`src/hdl/uswm_pkg.sv`:
```
// Shared types and constants for the UDP socket wildcard match table.
// Used by uswm_front, uswm_back and the top level; depends on nothing else.
package uswm_pkg;

	// Table geometry
	localparam int TABLE_ENTRIES = 16;
	localparam int IDX_W = (TABLE_ENTRIES > 1) ? $clog2(TABLE_ENTRIES) : 1;
	localparam int CNT_W = $clog2(TABLE_ENTRIES + 1);

	// Stream widths
	localparam int IN_DATA_W  = 104;
	localparam int IN_USER_W  = 2;
	localparam int OUT_DATA_W = 24;
	localparam int QUEUE_DEPTH = 2;

	// Reset value of the ephemeral port base
	localparam logic [15:0] EPHEMERAL_RESET = 16'd49152;
	localparam logic [15:0] PORT_MAX = 16'hFFFF;

	// Operation codes carried on tuser
	localparam logic [1:0] OP_WRITE  = 2'd0;
	localparam logic [1:0] OP_LOOKUP = 2'd1;
	localparam logic [1:0] OP_PORT   = 2'd2;
	localparam logic [1:0] OP_NONE   = 2'd3;

	typedef enum logic [1:0] {
		K_WRITE,
		K_LOOKUP,
		K_PORT,
		K_NOP
	} kind_t;

	typedef enum logic {
		B_IDLE,
		B_SCAN
	} back_state_t;

	// Input tdata layout, lowest field last
	typedef struct packed {
		logic [2:0]  pad;
		logic [15:0] peer_port;
		logic [31:0] peer_addr;
		logic [15:0] local_port_in;
		logic [31:0] local_addr;
		logic        entry_on;
		logic [3:0]  slot;
	} in_data_t;

	// Output tdata layout, lowest field last
	typedef struct packed {
		logic [15:0] free_port;
		logic        port_ok;
		logic [1:0]  hit_level;
		logic [3:0]  hit_slot;
		logic        hit;
	} result_t;

	// One stored socket entry
	typedef struct packed {
		logic [31:0] local_addr;
		logic [15:0] sock_port;
		logic [31:0] peer_addr;
		logic [15:0] peer_port;
	} entry_t;

	// Classified transaction handed from front to back
	typedef struct packed {
		kind_t            kind;
		logic             wr_ok;
		logic [IDX_W-1:0] wr_idx;
		logic             entry_on;
		entry_t           fields;
	} q_item_t;

endpackage

```
`src/hdl/udp_socket_wildcard_match_table.sv`:
```
// Top level of the UDP socket wildcard match table.
// Depends on uswm_pkg, uswm_front and uswm_back.
//
// A stream of operations (tuser = op) writes socket entries, looks up the
// best wildcard match, or searches for the lowest free port at or above the
// ephemeral base set through cfg_we/cfg_wdata. Every operation returns one
// 24-bit result. Operations enter a two-deep queue, so input is taken while
// the back end scans. A lookup reads the table through its single registered
// read port, one entry per cycle while the result output is not stalled. A
// free port search scans the table once per candidate port and restarts on
// the first entry that holds the candidate. A stalled result output holds
// the back end.
module udp_socket_wildcard_match_table import uswm_pkg::*; (
	input  logic                  clk,
	input  logic                  arst_n,
	input  logic                  cfg_we,
	input  logic [15:0]           cfg_wdata,
	input  logic                  s_axis_tvalid,
	output logic                  s_axis_tready,
	// slot, entry_on, local_addr, local_port_in, peer_addr, peer_port, zero pad
	input  logic [IN_DATA_W-1:0]  s_axis_tdata,
	// op
	input  logic [IN_USER_W-1:0]  s_axis_tuser,
	output logic                  m_axis_tvalid,
	input  logic                  m_axis_tready,
	// hit, hit_slot, hit_level, port_ok, free_port
	output logic [OUT_DATA_W-1:0] m_axis_tdata
);

	logic    q_valid;
	logic    q_pop;
	q_item_t q_head;

	// Accept and classify
	uswm_front u_front (
		.clk           (clk),
		.arst_n        (arst_n),
		.s_axis_tvalid (s_axis_tvalid),
		.s_axis_tready (s_axis_tready),
		.s_axis_tdata  (s_axis_tdata),
		.s_axis_tuser  (s_axis_tuser),
		.q_valid       (q_valid),
		.q_head        (q_head),
		.q_pop         (q_pop)
	);

	// Execute against the table
	uswm_back u_back (
		.clk           (clk),
		.arst_n        (arst_n),
		.cfg_we        (cfg_we),
		.cfg_wdata     (cfg_wdata),
		.q_valid       (q_valid),
		.q_head        (q_head),
		.q_pop         (q_pop),
		.m_axis_tvalid (m_axis_tvalid),
		.m_axis_tready (m_axis_tready),
		.m_axis_tdata  (m_axis_tdata)
	);

endmodule

```
`src/hdl/uswm_front.sv`:
```
// Front end: accepts input transactions, decodes the operation and queues them.
// Depends on uswm_pkg.
module uswm_front import uswm_pkg::*; (
	input  logic                 clk,
	input  logic                 arst_n,
	input  logic                 s_axis_tvalid,
	output logic                 s_axis_tready,
	// slot, entry_on, local_addr, local_port_in, peer_addr, peer_port, zero pad
	input  logic [IN_DATA_W-1:0] s_axis_tdata,
	// op
	input  logic [IN_USER_W-1:0] s_axis_tuser,
	output logic                 q_valid,
	output q_item_t              q_head,
	input  logic                 q_pop
);

	in_data_t in_d;
	q_item_t  cls;
	logic     push;

	q_item_t  fifo_q [QUEUE_DEPTH];
	logic     wr_ptr_q;
	logic     rd_ptr_q;
	logic [1:0] cnt_q;

	assign in_d = in_data_t'(s_axis_tdata);

	// Decode the operation and check the slot range
	always_comb begin
		cls.fields.local_addr = in_d.local_addr;
		cls.fields.sock_port  = in_d.local_port_in;
		cls.fields.peer_addr  = in_d.peer_addr;
		cls.fields.peer_port  = in_d.peer_port;
		cls.entry_on = in_d.entry_on;
		cls.wr_idx   = IDX_W'(in_d.slot);
		cls.wr_ok    = (32'(in_d.slot) < TABLE_ENTRIES);
		unique case (s_axis_tuser)
			OP_WRITE:  cls.kind = K_WRITE;
			OP_LOOKUP: cls.kind = K_LOOKUP;
			OP_PORT:   cls.kind = K_PORT;
			OP_NONE:   cls.kind = K_NOP;
			default:   cls.kind = K_NOP;
		endcase
	end

	assign s_axis_tready = (cnt_q != 2'(QUEUE_DEPTH));
	assign push          = s_axis_tvalid && s_axis_tready;
	assign q_valid       = (cnt_q != 2'd0);
	assign q_head        = fifo_q[rd_ptr_q];

	// Advance queue pointers and fill count
	always_ff @(posedge clk or negedge arst_n) begin
		if (!arst_n) begin
			wr_ptr_q <= 1'b0;
			rd_ptr_q <= 1'b0;
			cnt_q    <= 2'd0;
		end else begin
			if (push) wr_ptr_q <= ~wr_ptr_q;
			if (q_pop) rd_ptr_q <= ~rd_ptr_q;
			if (push && !q_pop) cnt_q <= cnt_q + 2'd1;
			else if (!push && q_pop) cnt_q <= cnt_q - 2'd1;
		end
	end

	// Store the classified transaction
	always_ff @(posedge clk) begin
		if (push) fifo_q[wr_ptr_q] <= cls;
	end

endmodule

```
`src/hdl/uswm_back.sv`:
```
// Back end: socket table, entry scan sequencer and result register.
// Depends on uswm_pkg; takes queued transactions from uswm_front.
module uswm_back import uswm_pkg::*; (
	input  logic                  clk,
	input  logic                  arst_n,
	input  logic                  cfg_we,
	input  logic [15:0]           cfg_wdata,
	input  logic                  q_valid,
	input  q_item_t               q_head,
	output logic                  q_pop,
	output logic                  m_axis_tvalid,
	input  logic                  m_axis_tready,
	output logic [OUT_DATA_W-1:0] m_axis_tdata
);

	localparam logic [IDX_W-1:0] LAST_IDX  = IDX_W'(TABLE_ENTRIES - 1);
	localparam logic [CNT_W-1:0] CNT_TOTAL = CNT_W'(TABLE_ENTRIES);

	back_state_t state_q, state_d;

	entry_t mem_q [TABLE_ENTRIES];
	logic [TABLE_ENTRIES-1:0] valid_q;
	logic [15:0] base_q;

	kind_t            scan_kind_q;
	entry_t           qry_q;
	logic [CNT_W-1:0] issue_cnt_q;
	logic             chk_vld_s1;
	logic [IDX_W-1:0] idx_s1;
	entry_t           rd_data_s1;
	logic             best_vld_q;
	logic [1:0]       best_lvl_q;
	logic [IDX_W-1:0] best_idx_q;
	logic [15:0]      cand_q;

	logic            out_valid_q;
	result_t         out_data_q;

	logic go, start, finish, do_wr, issue, restart;
	result_t fin_data;
	logic [IDX_W-1:0] rd_addr;

	logic ent_valid, lp_eq, la_eq, pa_eq, pp_eq, la_ok, pa_ok, pp_ok, match;
	logic [1:0] lvl;
	logic take, conflict, is_last;
	logic [1:0] best_nxt_lvl;
	logic [IDX_W-1:0] best_nxt_idx;
	logic best_nxt_vld;

	assign go      = !out_valid_q || m_axis_tready;
	assign rd_addr = issue_cnt_q[IDX_W-1:0];

	// Compare the entry held in the read register with the query
	always_comb begin
		ent_valid = valid_q[idx_s1];
		lp_eq = (rd_data_s1.sock_port == qry_q.sock_port);
		la_eq = (rd_data_s1.local_addr == qry_q.local_addr);
		pa_eq = (rd_data_s1.peer_addr == qry_q.peer_addr);
		pp_eq = (rd_data_s1.peer_port == qry_q.peer_port);
		la_ok = la_eq || (rd_data_s1.local_addr == 32'd0) || (qry_q.local_addr == 32'd0);
		pa_ok = pa_eq || (rd_data_s1.peer_addr == 32'd0) || (qry_q.peer_addr == 32'd0);
		pp_ok = pp_eq || (rd_data_s1.peer_port == 16'd0) || (qry_q.peer_port == 16'd0);
		match = chk_vld_s1 && ent_valid && lp_eq && la_ok && pa_ok && pp_ok;
		lvl   = 2'(la_eq) + 2'(pa_eq) + 2'(pp_eq);
		take  = match && (!best_vld_q || (lvl > best_lvl_q));
		best_nxt_vld = best_vld_q || take;
		best_nxt_lvl = take ? lvl : best_lvl_q;
		best_nxt_idx = take ? idx_s1 : best_idx_q;
		conflict = chk_vld_s1 && ent_valid && (rd_data_s1.sock_port == cand_q);
		is_last  = chk_vld_s1 && (idx_s1 == LAST_IDX);
	end

	// Sequencer outputs
	always_comb begin
		q_pop    = 1'b0;
		start    = 1'b0;
		finish   = 1'b0;
		do_wr    = 1'b0;
		issue    = 1'b0;
		restart  = 1'b0;
		fin_data = '0;
		unique case (state_q)
			B_IDLE: begin
				if (q_valid && go) begin
					q_pop = 1'b1;
					if (q_head.kind == K_LOOKUP || q_head.kind == K_PORT) begin
						start = 1'b1;
					end else begin
						finish = 1'b1;
						do_wr  = (q_head.kind == K_WRITE) && q_head.wr_ok;
					end
				end
			end
			B_SCAN: begin
				if (go) begin
					issue = (issue_cnt_q < CNT_TOTAL);
					if (scan_kind_q == K_LOOKUP) begin
						if (is_last) begin
							finish = 1'b1;
							fin_data.hit = best_nxt_vld;
							if (best_nxt_vld) begin
								fin_data.hit_slot  = 4'(best_nxt_idx);
								fin_data.hit_level = best_nxt_lvl;
							end
						end
					end else if (conflict) begin
						// Port taken: try the next one, or give up at the top
						if (cand_q == PORT_MAX) finish = 1'b1;
						else restart = 1'b1;
					end else if (is_last) begin
						finish = 1'b1;
						fin_data.port_ok   = 1'b1;
						fin_data.free_port = cand_q;
					end
				end
			end
			default: begin
			end
		endcase
	end

	// Next state
	always_comb begin
		state_d = state_q;
		unique case (state_q)
			B_IDLE:  if (start) state_d = B_SCAN;
			B_SCAN:  if (finish) state_d = B_IDLE;
			default: state_d = B_IDLE;
		endcase
	end

	// Control registers
	always_ff @(posedge clk or negedge arst_n) begin
		if (!arst_n) begin
			state_q     <= B_IDLE;
			valid_q     <= '0;
			base_q      <= EPHEMERAL_RESET;
			issue_cnt_q <= '0;
			chk_vld_s1  <= 1'b0;
			best_vld_q  <= 1'b0;
			out_valid_q <= 1'b0;
		end else begin
			state_q <= state_d;
			if (cfg_we) base_q <= cfg_wdata;
			if (do_wr) valid_q[q_head.wr_idx] <= q_head.entry_on;
			if (start) begin
				issue_cnt_q <= '0;
				chk_vld_s1  <= 1'b0;
				best_vld_q  <= 1'b0;
			end else if (state_q == B_SCAN && go) begin
				chk_vld_s1 <= issue && !restart && !finish;
				if (restart) issue_cnt_q <= '0;
				else if (issue) issue_cnt_q <= issue_cnt_q + CNT_W'(1);
				if (take) best_vld_q <= 1'b1;
			end
			if (finish) out_valid_q <= 1'b1;
			else if (m_axis_tready) out_valid_q <= 1'b0;
		end
	end

	// Payload registers of the scan
	always_ff @(posedge clk) begin
		if (start) begin
			scan_kind_q <= q_head.kind;
			qry_q       <= q_head.fields;
			cand_q      <= base_q;
		end else if (state_q == B_SCAN && go) begin
			if (take) begin
				best_lvl_q <= lvl;
				best_idx_q <= idx_s1;
			end
			if (restart) cand_q <= cand_q + 16'd1;
		end
		if (finish) out_data_q <= fin_data;
	end

	// Socket table: one write port, one registered read port
	always_ff @(posedge clk) begin
		if (do_wr) mem_q[q_head.wr_idx] <= q_head.fields;
		if (issue) begin
			rd_data_s1 <= mem_q[rd_addr];
			idx_s1     <= rd_addr;
		end
	end

	assign m_axis_tvalid = out_valid_q;
	assign m_axis_tdata  = OUT_DATA_W'(out_data_q);

endmodule
```
`config.mk`:
```
export PLATFORM = sky130hd
export DESIGN_NAME = udp_socket_wildcard_match_table
export DESIGN_NICKNAME = d
export VERILOG_FILES = /design/src/hdl/uswm_pkg.sv /design/src/hdl/udp_socket_wildcard_match_table.sv /design/src/hdl/uswm_front.sv /design/src/hdl/uswm_back.sv
export SDC_FILE = /design/constraint.sdc
export NUM_CORES = 2
export LEC_CHECK = 0
export BUFFER_PORTS_ARGS = -buffer_cell sky130_fd_sc_hd__buf_2
export CAP_MARGIN = 20
export CORE_UTILIZATION = 35
export DETAILED_ROUTE_END_ITERATION = 16
export GPL_TIMING_DRIVEN = 1
export SLEW_MARGIN = 25
export SYNTH_ARGS = -nofsm -noshare
export SYNTH_HDL_FRONTEND = slang
export SYNTH_SLANG_ARGS = --single-unit
export TNS_END_PERCENT = 1
```
`constraint.sdc`:
```
create_clock -name clk -period 16 [get_ports clk]
set_input_delay 3.2 -clock clk [delete_from_list [all_inputs] [get_ports clk]]
set_output_delay 3.2 -clock clk [all_outputs]
set_load 0.02 [all_outputs]
```
## Yosys cells after proc, flatten, opt, wreduce, memory -nomap -nowiden

Memory sizes are Yosys's and may differ from the RTL's. A register that Yosys moved wholly into a read port is not among the register bits.
Cells that the tools add are included.

| storage, ports and cells | value |
|---|---|
| word-level logic and storage cells | 168 |
| bits in writable memories | 1742 |
| output and inout bits | 26 |
| memories | 2 |
| bits of input ports | 127 |
| flip-flop bits (word level) | 193 |

Memories:

| name | depth | bits a word | rd ports | clocked after Yosys merged registers in | wr ports | line | RTL |
|---|---|---|---|---|---|---|---|
| u_back.mem_q | 16 | 96 | 1 | 1 | 1 | uswm_back.sv:21 | `entry_t mem_q [TABLE_ENTRIES];` |
| u_front.fifo_q | 2 | 103 | 1 | 0 | 1 | uswm_front.sv:21 | `q_item_t fifo_q [QUEUE_DEPTH];` |

| cells by class | value |
|---|---|
| muxes and demuxes | 55 |
| bitwise gates (word level) | 6 |
| add/sub/neg operators | 6 |
| equal/unequal tests | 14 |
| $lt $le $gt $ge | 5 |
| reduce and logical (&&, ||, !) cells | 56 |

Operator list:

| operator | count |
|---|---|
| zero test 32 bit | 4 |
| == test 32 bit | 2 |
| == test 16 bit | 3 |
| two-way mux 16 bit | 3 |
| two-way mux 1 bit | 38 |
| zero test 16 bit | 2 |
| two-way mux 5 bit | 4 |
| adder 16 x 1 -> 16 bit (second input constant) | 1 |
| bitwise mux 16 bit | 1 |
| == test 16 bit (second input constant) | 1 |
| logical AND 1 bit | 16 |
| nonzero test 2 bit | 6 |
| logical OR 1 bit | 10 |
| < comparator 4 x 5 -> 1 bit (second input constant) | 2 |
| case mux 2 bit (4 select lines) | 1 |
| AND reduction 2 bit | 4 |
| == test 2 x 1 -> 1 bit (second input constant) | 3 |
| == test 2 bit (second input constant) | 3 |
| zero test 1 bit | 6 |
| two-way mux 2 bit | 3 |
| NOT 1 bit | 6 |
| adder 5 x 1 -> 5 bit (second input constant) | 1 |
| < comparator 5 bit (second input constant) | 1 |
| AND reduction 5 bit | 1 |
| 18 further kinds | 20 |

## Longest topological paths before layout

| depth | value |
|---|---|
| word-level depth | 13 |
| gate-level depth with buffers | 13 |
| mapped depth without buffers | 12 |

## Modules after synthesis

Synthesis repeated with hierarchy kept, for this count alone.

| second synthesis, totals | value |
|---|---|
| cells, all modules | 3221 |
| area total of the unflattened synthesis | 76990.1 um^2 |

Modules (own cells, without submodules):

| module | times used | cells an instance | seq. area each (um^2) | area each (um^2) |
|---|---|---|---|---|
| uswm_back | 1 | 2878 | 54479.8 | 69092.5 |
| uswm_front | 1 | 343 | 6286.0 | 7897.6 |

## Worst setup path after synthesis

No wires, ideal clock.

| timing | value |
|---|---|
| path kind | input to register |
| start point | input port m_axis_tready |
| end point | register u_back.issue_cnt_q[3] |
| buffers on the path | 0 |
| library setup time | 171 ps |
| path slack | 7325 ps |
| stages on the path | 6 |
| arrival | 8503 ps |
| data required time | 15829 ps |
| path through | nand2b_1 nand2_1 nor2_1 nand4_1 xor2_1 nor2_1 |

| on the way | value |
|---|---|
| elaborated cells on any way between the ends | 15 |
| those cells by class | mux (9); reduce/logical (6) |

RTL lines:

| what | line | RTL |
|---|---|---|
| start: declaration | udp_socket_wildcard_match_table.sv:25 | `input logic m_axis_tready,` |
| logical OR 1 bit | uswm_back.sv:50 | `assign go = !out_valid_q \|\| m_axis_tready;` |
| two-way mux 1 bit | uswm_back.sv:95 | `if (go) begin` |
| two-way mux 1 bit | uswm_back.sv:82 | `unique case (state_q)` |
| net u_back.issue | uswm_back.sv:39 | `logic go, start, finish, do_wr, issue, restart;` |
| nonzero test 3 bit (no line) | -- |  |
| AND reduction 2 bit (no line) | -- |  |
| end signal: assignment | uswm_back.sv:153 | `else if (issue) issue_cnt_q <= issue_cnt_q + CNT_W'(1);` |
| end: declaration | uswm_back.sv:27 | `logic [CNT_W-1:0] issue_cnt_q;` |

The timed path passes the listed nets, and every way through them passes these cells. The select of a mux whose other input is x is not followed.
A chain may end at the register's enable or synchronous reset.

## Worst setup path after layout

| timing | value |
|---|---|
| start point | input port m_axis_tready |
| end point | memory u_back.mem_q[4][17] (netlist bit) (enable) |

| on the way | value |
|---|---|
| longest elaborated chain between the ends | 6 |

Ends and longest elaborated chain:

| what | line | RTL |
|---|---|---|
| logical OR 1 bit | uswm_back.sv:50 |  |
| logical AND 1 bit | uswm_back.sv:84 | `if (q_valid && go) begin` |
| two-way mux 1 bit | uswm_back.sv:84 |  |
| two-way mux 1 bit | uswm_back.sv:82 |  |
| two-way mux 1 bit | uswm_back.sv:179 | `if (do_wr) mem_q[q_head.wr_idx] <= q_head.fields;` |
| two-way mux 1 bit (not written as such) | uswm_back.sv:179 |  |
| end: declaration | uswm_back.sv:21 |  |

No other way between the ends.

==> results.toml <==
[outcome]
status = "completed"

[critical_path]
worstSetupEndpointType = "flip-flop"
cp_max_fo = 45
worstPathRequired_ns = 16.45
crit_chain = "buf_2 -> nor2b_1 -> nor3_1 -> nand2_1 -> nor2_1 -> nand2_1 -> nor2_4 -> buf_4 -> buf_4"
crit_arrival_ns = 6.90
worstSetupStartpointType = "input port"
slowest_delay_ns = 0.88
critPathKind = "in -> reg"
worst_path_max_delay_cell = "buf_4"

[route]
wl_per_cell_um = 27.0
drt_first_pass_iters = 5
vias_per_cell = 5.20
wirelength_um = 176000
vias = 33911
drc = 0
drtAntennaViolNets = 0
drt_iter0_drc = 3303

[clocking]
cts.sinks = 2031
cts_tree = "done"
hold_buffers = 0
clk_latency_ns = 0.85
cts_max_path_buffers = 3
cts_setup_buffers = 0
ctsResizeCount = 0
cts_buffers = 200
clkTransAtPathRegs_ns = 0.06
cts_root_buf = "clkbuf_16"
cts_max_level = 4

[sta]
period_minus_slack_ns = 6.46
slew_violations = 0
clock.fmax_ghz = 0.155
finClkSkew_ns = 0.0536
setup_viol = 0
finalHoldViolCount = 0
rsz0062_at_grt = "no"
max_slew_margin_pct = 29.8
worst_slew_pin_slew_ns = 1.05
tns_ns = 0
period_share_pct = 40.3

[floorplan]
num_rows = 171
start_util_pct = 35.2
pin_count = 153
fp.dieH_um = 470
die_w_um = 470
core_um2 = 217000
die_area_um2 = 220000

[pwr]
vdd_drop_max_uv = 141
power_leakage_nw = 27.2
power.total_mw = 15.6
p_per_area_nw_per_um2 = 178

[final_layout]
fin_cells = 6524
synthToLayoutAreaGrowth_pct = 14.8
num-fill-cells = 18814
drive_gt1_share_pct = 31.7
nets = 3630
final_area_um2 = 87800

[placed_design]
dp.cells = 6141
place.port_buffers = 149
dpl_cell_area_um2 = 81100
hpwl_um = 96200
place.gp.congestion = 0.775

[job]
drv_cap = 0

[synth]
yosys.area.top_type = "edfxtp_1"
synthesis.area_um2 = 76500
synth-main-ff-cell = "edfxtp_1"
netlist_instances = 3201
yosys_register_bits = 2031
syn_nets = 3335
yosysWarnings = 0
synth_top_area_share_pct = 78.0
ys_seq_area_share_pct = 79.4
synth.distinct_cells = 41
synth_most_common_cell = "edfxtp_1"
async_flop_share_pct = 2.22
synthTopCellsByCount = "edfxtp_1 (1986), mux4_2 (482), mux2_2 (136), xnor2_1 (120), clkbuf_1 (84)"
yosys-top-cells-area = "edfxtp_1 (78%), mux4_2 (14%), mux2_2 (2.0%)"
synth_edf_count = 1986
syn_area_per_cell_um2 = 23.9

[grt]
overflow = 0
grt_max_degree = 142
grt_pass1_vias = 35285
grt_use_total_pct = 15.9
antenna_found_initial = 20
grt_pass1_wl_um = 255000

[worst_hold_path]
hold_class = "reg -> reg"
==> layer usage <==
metal	routed length [µm]	global-route usage, %	part of all wire, %	vias to the layer above
met5	22	0	0.012	-
li1	-	-	-	14202
met2	88600	26.7	50	961
met1	74100	21.4	42	18486
met3	8600	2.51	4.9	258
met4	4850	4.94	2.8	4
==> worst paths after layout <==
kind / startpoint / to / cells after the start / slack, ns
max: m_axis_tready / u_back.mem_q[4][17]$_DFFE_PP_ / 9 / 9.54
min: u_back.valid_q[10]$_DFFE_PN0P_ / u_back.valid_q[10]$_DFFE_PN0P_ / 1 / 0.50
max reg2reg: u_front.rd_ptr_q$_DFFE_PN0P_ / u_back.mem_q[4][17]$_DFFE_PP_ / 7 / 10.92
min reg2reg: u_back.valid_q[10]$_DFFE_PN0P_ / u_back.valid_q[10]$_DFFE_PN0P_ / 1 / 0.50
max in group asynchronous: arst_n / u_back.issue_cnt_q[1]$_DFFE_PN0P_ / 2 / 12.96
min in group asynchronous: arst_n / u_back.base_q[1]$_DFFE_PN0P_ / 2 / 2.44
==> cell families after synthesis <==
logic type,Yosys count,share of synthesized area (%)
and+or+nand+nor,214,1.51
AOI/OAI and AO/OA,40,0.314
adders and majority gates,7,0.124
DFF,2031,79.4
muxes,627,16.3
xor gates and xnor gates,134,1.53
buffers and inverters,148,0.743
==> final cells by class <==
type / count / area [µm²] / area share, %
clock buffer: 233 / 5160 / 5.88
clock inverter: 141 / 1340 / 1.52
antenna: 2 / 5.00 / 0.00570
inverter: 15 / 61.3 / 0.0698
sequential: 2031 / 60800 / 69.2
timing repair buffer: 226 / 1560 / 1.77
multi-input combinational: 1022 / 15300 / 17.4
tap: 2854 / 3570 / 4.07
==> flip-flops by register name, summed over array words and instances (netlist names) <==
signal / cells
u_front.cnt_q: 2
u_back.valid_q: 16
u_back.issue_cnt_q: 5
u_front.fifo_q: 206
u_back.m_axis_tvalid: 1
u_back.best_idx_q: 4
u_back.qry_q: 96
u_back.cand_q: 16
u_back.mem_q: 1536
u_back.chk_vld_s1: 1
u_front.wr_ptr_q: 1
u_back.best_lvl_q: 2
u_back.scan_kind_q: 2
u_back.idx_s1: 4
u_front.rd_ptr_q: 1
u_back.m_axis_tdata: 24
u_back.base_q: 16
u_back.best_vld_q: 1
u_back.rd_data_s1: 96
u_back.state_q: 1
==> metrics by stage <==
step | utilization (%) | setup slack, ns | hold WS, ns
2_1_floorplan | - | 7.33 | 0.423
6_report | 40.4 | 9.54 | 0.502
5_1_grt | 40.4 | 9.35 | 0.516
4_1_cts | 40.3 | 9.53 | 0.498
3_3_place_gp | 37.3 | 8.52 | 0.486
3_5_place_dp | 37.4 | 8.65 | 0.486
==> critical path, delay by kind of cell <==
| kind | cells | cell delay (ns) |
|---|---|---|
| and+or+nand+nor | 6 | 1.89 |
| buffers and inverters | 3 | 1.68 |
==> cells in the final DEF, fill, tap and decap left out, types with 7 or more instances in the layout <==
cell | Yosys | routed
and2_1 | 17 | 17
buf_16 | 0 | 9
buf_2 | 1 | 149
buf_4 | 1 | 61
bufinv_16 | 0 | 17
clkbuf_1 | 84 | 31
clkbuf_16 | 0 | 201
clkinv_1 | 0 | 57
clkinv_2 | 0 | 41
clkinvlp_4 | 0 | 7
dfrtp_1 | 43 | 38
edfxtp_1 | 1986 | 1986
inv_1 | 15 | 14
mux2_2 | 136 | 136
mux4_2 | 482 | 482
nand2_1 | 42 | 42
nand4_1 | 41 | 41
nor2_1 | 35 | 17
nor2_4 | 0 | 18
nor2b_1 | 8 | 8
nor4_1 | 47 | 47
o21ai_0 | 18 | 18
xnor2_1 | 120 | 120
xor2_1 | 14 | 14
==> power by group <==
group / leakage [nW] / switching (mW) / total, mW / internal, mW
sequential: 18.6 / 0.339 / 7.33 / 6.99
clock: 3.16 / 2.04 / 4.64 / 2.60
combinational: 5.41 / 2.10 / 3.67 / 1.58
total: 27.2 / 4.48 / 15.6 / 11.2
Note: power is estimated with default switching activity, not from simulation.
